**src/rtl/spmsu_pkg.sv**
```systemverilog
`default_nettype none
package spmsu_pkg;

  localparam int AXES   = 64;
  localparam int ADDR_W = (AXES > 1) ? $clog2(AXES) : 1;

  // input kinds
  localparam logic [1:0] CMD_RESTART = 2'd0;
  localparam logic [1:0] CMD_TICK    = 2'd1;
  localparam logic [1:0] CMD_POWER   = 2'd2;
  localparam logic [1:0] CMD_MOTION  = 2'd3;

  // motion modes
  localparam logic [1:0] MODE_IDLE = 2'd0;
  localparam logic [1:0] MODE_SPIN = 2'd1;

  // config register indexes
  localparam logic [7:0] REG_MOTION_MODE = 8'd0;
  localparam logic [7:0] REG_SPIN_DELTA  = 8'd1;
  localparam logic [7:0] REG_SPIN_UPPER  = 8'd2;
  localparam logic [7:0] REG_SPIN_MARGIN = 8'd3;

  // power phases
  localparam logic [2:0] PH_RESET    = 3'd1;
  localparam logic [2:0] PH_SHUTDOWN = 3'd2;
  localparam logic [2:0] PH_SWITCHON = 3'd3;
  localparam logic [2:0] PH_ENABLE   = 3'd4;
  localparam logic [2:0] PH_SPIN     = 3'd5;

  // controlwords
  localparam logic [15:0] CW_FAULT_RESET = 16'h0080;
  localparam logic [15:0] CW_SHUTDOWN    = 16'h0006;
  localparam logic [15:0] CW_SWITCH_ON   = 16'h0007;
  localparam logic [15:0] CW_ENABLE      = 16'h000f;

  localparam logic [31:0] DEADBAND_MASK = 32'hffff_fff0;
  localparam logic [31:0] BACKOFF       = 32'd10;
  localparam logic [7:0]  OPMODE_SPIN   = 8'd8;

  localparam logic [10:0] STEP_LAST      = 11'd1200;
  localparam logic [10:0] STEP_RESET_END = 11'd400;
  localparam logic [10:0] STEP_SHUT_END  = 11'd600;
  localparam logic [10:0] STEP_SWON_END  = 11'd800;
  localparam logic [10:0] STEP_EN_END    = 11'd1000;

  typedef struct packed {
    logic [31:0] target;
    logic [15:0] control;
    logic [7:0]  op_mode;
    logic        reverse;
    logic [2:0]  phase;
  } axis_entry_t;

  localparam int ENTRY_W = $bits(axis_entry_t);

  typedef struct packed {
    logic [1:0]  motion_mode;
    logic [15:0] spin_delta;
    logic [30:0] spin_upper;
    logic [15:0] spin_margin;
  } cfg_t;

  function automatic logic [ADDR_W-1:0] axis_addr(input logic [5:0] axis);
    return ADDR_W'(axis);
  endfunction

  function automatic logic axis_in_range(input logic [5:0] axis);
    return (32'(axis) < AXES);
  endfunction

endpackage
`default_nettype wire

```
**src/rtl/spmsu_ram.sv**
```systemverilog
`default_nettype none
module spmsu_ram #(
  parameter int WIDTH = 8,
  parameter int DEPTH = 16
) (
  input  wire logic                                   clk,
  input  wire logic                                   wr_en,
  input  wire logic [((DEPTH > 1) ? $clog2(DEPTH) : 1)-1:0] wr_addr,
  input  wire logic [WIDTH-1:0]                       wr_data,
  input  wire logic                                   rd_en,
  input  wire logic [((DEPTH > 1) ? $clog2(DEPTH) : 1)-1:0] rd_addr,
  output logic      [WIDTH-1:0]                       rd_data
);

  logic [WIDTH-1:0] mem [DEPTH];

  always_ff @(posedge clk) begin
    if (wr_en) begin
      mem[wr_addr] <= wr_data;
    end
    if (rd_en) begin
      rd_data <= mem[rd_addr];
    end
  end

endmodule
`default_nettype wire

```
**src/rtl/spmsu_update.sv**
```systemverilog
`default_nettype none
module spmsu_update
  import spmsu_pkg::*;
(
  input  wire logic [1:0]  cmd,
  input  wire logic [31:0] actual,
  input  wire logic [10:0] step,
  input  wire cfg_t        cfg,
  input  wire axis_entry_t old_entry,
  output axis_entry_t      new_entry
);

  logic signed [33:0] up_sum;
  logic               up_turn;
  logic               down_turn;
  logic               below_backoff;
  logic [31:0]        back_pos;

  assign up_sum = $signed({{2{actual[31]}}, actual}) + $signed({18'd0, cfg.spin_margin});
  assign up_turn = up_sum >= $signed({3'd0, cfg.spin_upper});
  assign down_turn = $signed({actual[31], actual}) <= $signed({17'd0, cfg.spin_margin});
  assign below_backoff = $signed(actual) < $signed(BACKOFF);
  assign back_pos = actual - BACKOFF;

  always_comb begin
    new_entry = old_entry;
    case (cmd)
      CMD_POWER: begin
        if (step <= STEP_RESET_END) begin
          new_entry.control = CW_FAULT_RESET;
          new_entry.phase   = PH_RESET;
          new_entry.target  = '0;
        end else if (step <= STEP_SHUT_END) begin
          new_entry.control = CW_SHUTDOWN;
          new_entry.phase   = PH_SHUTDOWN;
          new_entry.target  = actual;
        end else if (step <= STEP_SWON_END) begin
          new_entry.control = CW_SWITCH_ON;
          new_entry.phase   = PH_SWITCHON;
          new_entry.target  = actual;
        end else if (step <= STEP_EN_END) begin
          new_entry.control = CW_ENABLE;
          new_entry.phase   = PH_ENABLE;
          new_entry.target  = actual;
        end
      end
      CMD_MOTION: begin
        if (cfg.motion_mode == MODE_IDLE) begin
          if ((old_entry.target & DEADBAND_MASK) != (actual & DEADBAND_MASK)) begin
            new_entry.target = actual;
          end
        end else if (cfg.motion_mode == MODE_SPIN) begin
          new_entry.phase   = PH_SPIN;
          new_entry.control = CW_ENABLE;
          new_entry.op_mode = OPMODE_SPIN;
          if (!old_entry.reverse) begin
            if (up_turn) begin
              new_entry.target  = back_pos;
              new_entry.reverse = 1'b1;
            end else begin
              new_entry.target = actual + {16'd0, cfg.spin_delta};
            end
          end else begin
            if (down_turn) begin
              new_entry.reverse = 1'b0;
              new_entry.target  = below_backoff ? '0 : back_pos;
            end else begin
              new_entry.target = actual - {16'd0, cfg.spin_delta};
            end
          end
        end
      end
      default: begin
        new_entry = old_entry;
      end
    endcase
  end

endmodule
`default_nettype wire

```
**src/rtl/servo_power_up_and_motion_sequencer_unit.sv**
```systemverilog
`default_nettype none
// Flow: an accepted word is registered in stage 1 while its RAM read is
//   in flight, then moves to the output register once that register is free.
// Throughput: one word per cycle sustained while m_tready holds; the per-axis
//   read-modify-write (RAM read in the accept cycle, update and write-back
//   as stage 1 advances) is covered by a one-entry forward of the last write-back.
// Reset (rst, synchronous, active high): step counter, config registers, the
//   per-axis valid bits and the pipeline clear together; no clearing pass.
module servo_power_up_and_motion_sequencer_unit
  import spmsu_pkg::*;
(
  input  wire logic        clk,
  input  wire logic        rst,
  // input words
  input  wire logic        s_tvalid,
  output logic             s_tready,
  input  wire logic [39:0] s_tdata,   // axis[5:0], position[37:6], zero pad
  input  wire logic [1:0]  s_tuser,   // cmd[1:0]
  // result words
  output logic             m_tvalid,
  input  wire logic        m_tready,
  output logic      [71:0] m_tdata,   // axis_out[5:0], controlword[21:6],
                                      // target[53:22], op_mode[61:54],
                                      // power_state[64:62], sequence_done[65], pad
  // config writes
  input  wire logic        cfg_valid,
  output logic             cfg_ready,
  input  wire logic [7:0]  cfg_index,
  input  wire logic [31:0] cfg_data
);

  // Config registers; always ready.
  cfg_t cfg;

  assign cfg_ready = 1'b1;

  always_ff @(posedge clk) begin
    if (rst) begin
      cfg.motion_mode <= MODE_IDLE;
      cfg.spin_delta  <= 16'd50;
      cfg.spin_upper  <= 31'd100000;
      cfg.spin_margin <= 16'd200;
    end else if (cfg_valid && cfg_ready) begin
      case (cfg_index)
        REG_MOTION_MODE: cfg.motion_mode <= cfg_data[1:0];
        REG_SPIN_DELTA:  cfg.spin_delta  <= cfg_data[15:0];
        REG_SPIN_UPPER:  cfg.spin_upper  <= cfg_data[30:0];
        REG_SPIN_MARGIN: cfg.spin_margin <= cfg_data[15:0];
        default: ;
      endcase
    end
  end

  // Stage 1 holds the item whose RAM read is in flight; the output register
  // decouples it from m_tready.
  logic              s1_v;
  logic [1:0]        s1_cmd;
  logic [5:0]        s1_axis;
  logic [31:0]       s1_actual;
  logic              o_v;
  logic              s_accept;
  logic              adv;

  assign adv      = s1_v && (!o_v || m_tready);
  assign s_tready = !s1_v || adv;
  assign s_accept = s_tvalid && s_tready;
  assign m_tvalid = o_v;

  // Per-axis state memory plus valid bits (unwritten entries read as zero).
  logic [ENTRY_W-1:0] ram_q;
  logic [AXES-1:0]    vld;
  logic               wr_en;
  logic [ADDR_W-1:0]  s1_addr;
  logic               s1_in_range;

  // Forward of the most recent write-back: covers a read issued in the
  // same cycle as a write to that axis.
  logic              fwd_v;
  logic [ADDR_W-1:0] fwd_addr;
  axis_entry_t       fwd_data;

  axis_entry_t old_entry;
  axis_entry_t new_entry;
  axis_entry_t res_entry;

  assign s1_addr     = axis_addr(s1_axis);
  assign s1_in_range = axis_in_range(s1_axis);
  assign wr_en       = adv && s1_in_range && (s1_cmd == CMD_POWER || s1_cmd == CMD_MOTION);

  spmsu_ram #(
    .WIDTH(ENTRY_W),
    .DEPTH(AXES)
  ) u_ram (
    .clk     (clk),
    .wr_en   (wr_en),
    .wr_addr (s1_addr),
    .wr_data (new_entry),
    .rd_en   (s_accept),
    .rd_addr (axis_addr(s_tdata[5:0])),
    .rd_data (ram_q)
  );

  always_comb begin
    if (fwd_v && fwd_addr == s1_addr) begin
      old_entry = fwd_data;
    end else if (vld[s1_addr]) begin
      old_entry = axis_entry_t'(ram_q);
    end else begin
      old_entry = '0;
    end
  end

  logic [10:0] step;
  logic [10:0] step_next;

  always_comb begin
    step_next = step;
    case (s1_cmd)
      CMD_RESTART: step_next = '0;
      CMD_TICK:    step_next = (step < STEP_LAST) ? step + 11'd1 : step;
      default:     step_next = step;
    endcase
  end

  spmsu_update u_update (
    .cmd       (s1_cmd),
    .actual    (s1_actual),
    .step      (step),
    .cfg       (cfg),
    .old_entry (old_entry),
    .new_entry (new_entry)
  );

  assign res_entry = s1_in_range ? new_entry : '0;

  always_ff @(posedge clk) begin
    if (rst) begin
      s1_v  <= 1'b0;
      o_v   <= 1'b0;
      fwd_v <= 1'b0;
      vld   <= '0;
      step  <= '0;
    end else begin
      if (s_accept) begin
        s1_v <= 1'b1;
      end else if (adv) begin
        s1_v <= 1'b0;
      end
      if (adv) begin
        o_v  <= 1'b1;
        step <= step_next;
      end else if (m_tready) begin
        o_v <= 1'b0;
      end
      if (wr_en) begin
        vld[s1_addr] <= 1'b1;
        fwd_v        <= 1'b1;
      end
    end
  end

  // payload registers
  always_ff @(posedge clk) begin
    if (s_accept) begin
      s1_cmd    <= s_tuser;
      s1_axis   <= s_tdata[5:0];
      s1_actual <= s_tdata[37:6];
    end
    if (wr_en) begin
      fwd_addr <= s1_addr;
      fwd_data <= new_entry;
    end
    if (adv) begin
      m_tdata <= {6'd0,
                  (step_next >= STEP_LAST),
                  res_entry.phase,
                  res_entry.op_mode,
                  res_entry.target,
                  res_entry.control,
                  s1_axis};
    end
  end

  // Assertions
  a_step_sat: assert property (@(posedge clk) disable iff (rst) step <= STEP_LAST)
    else $error("step counter past saturation");

  a_restart: assert property (@(posedge clk) disable iff (rst)
    (adv && s1_cmd == CMD_RESTART) |=> (step == '0))
    else $error("restart did not clear step counter");

  a_no_overrun: assert property (@(posedge clk) disable iff (rst)
    (s1_v && o_v && !m_tready) |-> !s_tready)
    else $error("input taken while stage 1 is blocked");

  a_state_range: assert property (@(posedge clk) disable iff (rst)
    m_tvalid |-> (m_tdata[64:62] <= PH_SPIN))
    else $error("power_state out of range");

  a_fwd_valid: assert property (@(posedge clk) disable iff (rst)
    fwd_v |-> vld[fwd_addr])
    else $error("forwarded entry not marked valid");

endmodule
`default_nettype wire

```
**config.mk**
```make
export PLATFORM = sky130hd
export DESIGN_NAME = servo_power_up_and_motion_sequencer_unit
export DESIGN_NICKNAME = d
export VERILOG_FILES = /design/src/rtl/spmsu_pkg.sv /design/src/rtl/spmsu_ram.sv /design/src/rtl/spmsu_update.sv /design/src/rtl/servo_power_up_and_motion_sequencer_unit.sv
export SDC_FILE = /design/constraint.sdc
export NUM_CORES = 2
export LEC_CHECK = 0
export ABC_CLOCK_PERIOD_IN_PS = 8600
export BUFFER_PORTS_ARGS = -buffer_cell sky130_fd_sc_hd__buf_2
export CAP_MARGIN = 5
export CORE_UTILIZATION = 57
export DETAILED_ROUTE_END_ITERATION = 8
export PLACE_DENSITY = 0.76
export SYNTH_ARGS = -nofsm -noshare
export SYNTH_HDL_FRONTEND = slang
export SYNTH_SLANG_ARGS = --single-unit
```
**constraint.sdc**
```tcl
create_clock -name clk -period 8.6 [get_ports clk]
set_clock_uncertainty 0.2 [all_clocks]
set_input_delay 1.29 -clock clk [delete_from_list [all_inputs] [get_ports clk]]
set_output_delay 1.29 -clock clk [all_outputs]
set_load 0.01 [all_outputs]
```
==> implementation parameters <==
Parameter                              Value

Clock tree
  Clock tree from TritonCTS    done
  Worst-path clk slew    0.06 ns
  Clock buffer count from CTS    409
  Number of clock sinks    4215
  Clock root buffer master    sky130_fd_sc_hd__clkbuf_16
  H-tree depth reported by CTS    5
  Post-CTS setup repair buffer count    0
  Count of hold-fix buffers inserted at cts    0
  Latest clock arrival within the worst-skew pair    0.99 ns
  CTS Buffer Depth    4
  Post-CTS sizing    0

Job
  Max capacitance violation total    0

STA
  Final Cycle Share    0.942
  Setup TNS Final    0 ns
  Unrepaired setup endpoints after global routing    false
  Max Fclk    between 100 and 150 MHz
  Minimum clock period    8.10 ns
  Final Hold Fails    0
  Number of max-slew violations in the final report    0
  Setup-violating endpoint count in the final report    0
  Smallest setup slack after layout    roughly 0.50 ns
  Relative slew margins    0.0185
  Worst Max-Slew Pin Slew    1.47 ns

Route
  Initial DRC count    14881
  Total via count in the routed design    90746
  TritonRoute pass-1 iters    6
  Avg Vias per Cell    just over 7
  Post-route ant nets    0
  Final routed DRC violation total    0
  Avg WL per Cell    40.8 µm
  Wirelength, routed    510000 µm

Layout
  Share of post-route cells with drive strength above 1    0.280
  Layout net count    8412
  Layout area overhead    12.8%

Yosys
  Synthesized instance count    7874
  Netlist area before placement    167000 µm²
  Most numerous cell types in the synthesized netlist    sky130_fd_sc_hd__edfxtp_1, sky130_fd_sc_hd__mux4_2, sky130_fd_sc_hd__nor2_1
  XOR/XNOR share of the synthesized area    0.00546
  Simple-gate share of the synthesized area    0.0260
  Share of synthesized area spent on multiplexers    0.173
  Post-synthesis adder-cell area fraction    0.00777
  Post-synth top flop    sky130_fd_sc_hd__edfxtp_1
  Proportion of synthesized flip-flops having asynchronous set or reset    0
  Cell type contributing the most total cell area after synthesis    sky130_fd_sc_hd__edfxtp_1
  Total number of yosys warnings    0
  Flops & latches, synth    around 4200
  Dominant cells by area after synthesis    sky130_fd_sc_hd__edfxtp_1, sky130_fd_sc_hd__mux4_2, sky130_fd_sc_hd__dfxtp_1
  Yosys top cell area share    0.733
  Post-synth EDFFs    4072
  Compound-gate portion of the synthesized area    0.0243
  Combinational family with the most area after synthesis    multiplexers
  Dominant cell by count in the synthesized netlist    sky130_fd_sc_hd__edfxtp_1
  Number of library cell types mapped by synthesis    around 90
  Sequential area share after synthesis    0.750
  Avg Cell Area, Syn    21.2 µm²

Global route
  Global-route wire length before repair    approximately 700000 µm
  Antenna violations before repair    8
  Vias in the first global route    89491
  Total overflow reported by the global router    0
  Total GRT Usage    0.347
  Largest net degree at the start of global routing    139

Setup path
  Worst Path Class, Setup    reg -> reg
  CP startpoint kind    flip-flop
  Crit Reg-Reg Endpoint    u_ram.mem[27][47]
  Reg2Reg Setup Slack    0.50 ns
  Worst reg-to-reg path cell count    25
  Endpoint required time on the critical path    9.04 ns
  Maximum fanout along the worst path    between 60 and 70
  Data arrival time of the critical path    between 8 and 9 ns
  Reg-to-reg critical path startpoint    s1_actual[0]
  CP Capture Type    flip-flop

Placement
  Port buffer count    151
  HPWL Detailed    238000 µm
  Post-place setup slack    approximately 0.54 ns
  RD Place Congestion    0.963

Worst hold path
  Source of the worst hold timing path    cfg[30]
  Kind of path behind the tightest hold check    reg -> reg
  Min-Delay Endpoint    cfg[30]
  Worst hold stages    2

Power
  Reported leakage power    0.0606 µW
  Power density normalized to cell area    approximately 230 nW/µm²
  Peak supply drop    approximately 0.19 mV

Run status
  Result of the run    completed

Die
  # rows    198
  Die width    543 µm
  Core region area    291000 µm²
  Effective utilization at floorplan    0.573
  Die H    543 µm
  Area of the die    295000 µm²
  Number of top-level pins    between 150 and 200
-- flip-flops by register name, indices dropped and copies added, names as in the netlist --
register       count
u_ram.mem       3840
m_tdata           66
cfg               65
vld               64
fwd_data          60
u_ram.rd_data     60
s1_actual         32
step              11
fwd_addr           6
s1_addr            6
s1_cmd             2
fwd_v              1
m_tvalid           1
s1_v               1
-- logic make-up (layout without fill, tap and decap cells) --
family                     after synthesis  after routing
AOI/OAI and AO/OA                      624            624
xor gates and xnor gates               104            104
other                                    2             20
adders and majority gates              102            102
DFF                                   4215           4215
muxes                                 1302           1302
buffers and inverters                  575           1272
and+or+nand+nor                        950            950
-- power by group --
part / switching, µW / leakage [µW] / internal (µW)
Sequential: 90.8 / 0.0395 / 22500
Combinational: 1160 / 0.0145 / 829
Clock: 8050 / 0.00654 / 10200
-- metrics by stage --
stage / std cells / util / total power, µW / hold WS [ns] / instance area (µm²)
5_1_grt: 12477 / 0.647 / 43700 / 0.273 / 188000
3_5_place_dp: 11707 / 0.600 / 24900 / 0.249 / 175000
6_report: 12489 / 0.647 / 42900 / 0.259 / 188000
3_3_place_gp: 11707 / 0.600 / 24900 / 0.242 / 175000
2_1_floorplan: 7879 / - / 24300 / 0.232 / 167000
4_1_cts: 12470 / 0.646 / 42900 / 0.256 / 188000
-- layout make-up --
cell class	instances	area (µm²)
repair buffers	377	3640
flip-flops and latches	4215	125000
inverters	132	503
diodes	13	32.5
well taps	3900	4880
clock inverters	260	2830
fillers	17985	103000
multi-input cells	3089	40600
clock buffers	503	10600
-- placed cells by master, fill, tap and decap left out, types with 98 or more instances in the layout --
cell	n
sky130_fd_sc_hd__edfxtp_1	4072
sky130_fd_sc_hd__mux4_2	1263
sky130_fd_sc_hd__clkbuf_16	411
sky130_fd_sc_hd__nand2_1	284
sky130_fd_sc_hd__nor2_1	271
sky130_fd_sc_hd__a21oi_1	194
sky130_fd_sc_hd__buf_2	144
sky130_fd_sc_hd__dfxtp_1	143
sky130_fd_sc_hd__buf_4	138
sky130_fd_sc_hd__inv_1	129
sky130_fd_sc_hd__ha_1	98
-- worst max-delay path: stages (launching register included) --
cell                        delay [ns]
sky130_fd_sc_hd__edfxtp_1         0.68
sky130_fd_sc_hd__ha_1             0.26
sky130_fd_sc_hd__inv_1            0.05
sky130_fd_sc_hd__fa_1             0.41
sky130_fd_sc_hd__nor2_1           0.17
sky130_fd_sc_hd__o311a_1          0.21
sky130_fd_sc_hd__o41ai_1          0.12
sky130_fd_sc_hd__o21ai_0          0.52
sky130_fd_sc_hd__a21oi_1          0.22
sky130_fd_sc_hd__a21oi_1          0.42
sky130_fd_sc_hd__nand3_1          0.15
sky130_fd_sc_hd__xnor2_1          0.15
sky130_fd_sc_hd__ha_1             0.31
sky130_fd_sc_hd__nand4_1          0.21
sky130_fd_sc_hd__nor4_1           0.14
sky130_fd_sc_hd__a221oi_1         0.42
sky130_fd_sc_hd__o211ai_1         0.18
sky130_fd_sc_hd__a211o_1          0.38
sky130_fd_sc_hd__o31ai_4          0.54
sky130_fd_sc_hd__buf_4            0.31
sky130_fd_sc_hd__nor3_1           0.07
sky130_fd_sc_hd__o21bai_1         0.16
sky130_fd_sc_hd__a2111oi_0        0.91
sky130_fd_sc_hd__buf_4            0.26
sky130_fd_sc_hd__o21ai_4          0.06
sky130_fd_sc_hd__buf_12           0.17
-- routing by layer --
metal,global-route usage,routed length [µm]
met1,0.461,174000
met2,0.541,240000
met3,0.0785,65800
met4,0.182,29900
met5,0,18
-- worst max-delay path by stage --
| stage | startpoint | end | cells past startpoint | slack (ns) |
|---|---|---|---|---|
| 4_1_cts | s1_actual[0] | u_ram.mem[14][51] | 23 | 0.44 |
| 3_5_place_dp | s1_actual[0] | u_ram.mem[50][51] | 23 | 0.54 |
| 3_3_place_gp | s1_actual[0] | m_tdata[41] | 25 | 0.61 |
| 5_1_grt | s1_actual[5] | u_ram.mem[28][47] | 25 | 0.17 |
| 6_report | s1_actual[0] | u_ram.mem[27][47] | 25 | 0.50 |
| 2_1_floorplan | s1_actual[6] | fwd_data[49] | 23 | 0.27 |
No activity file was read; power rests on OpenSTA's default activity.
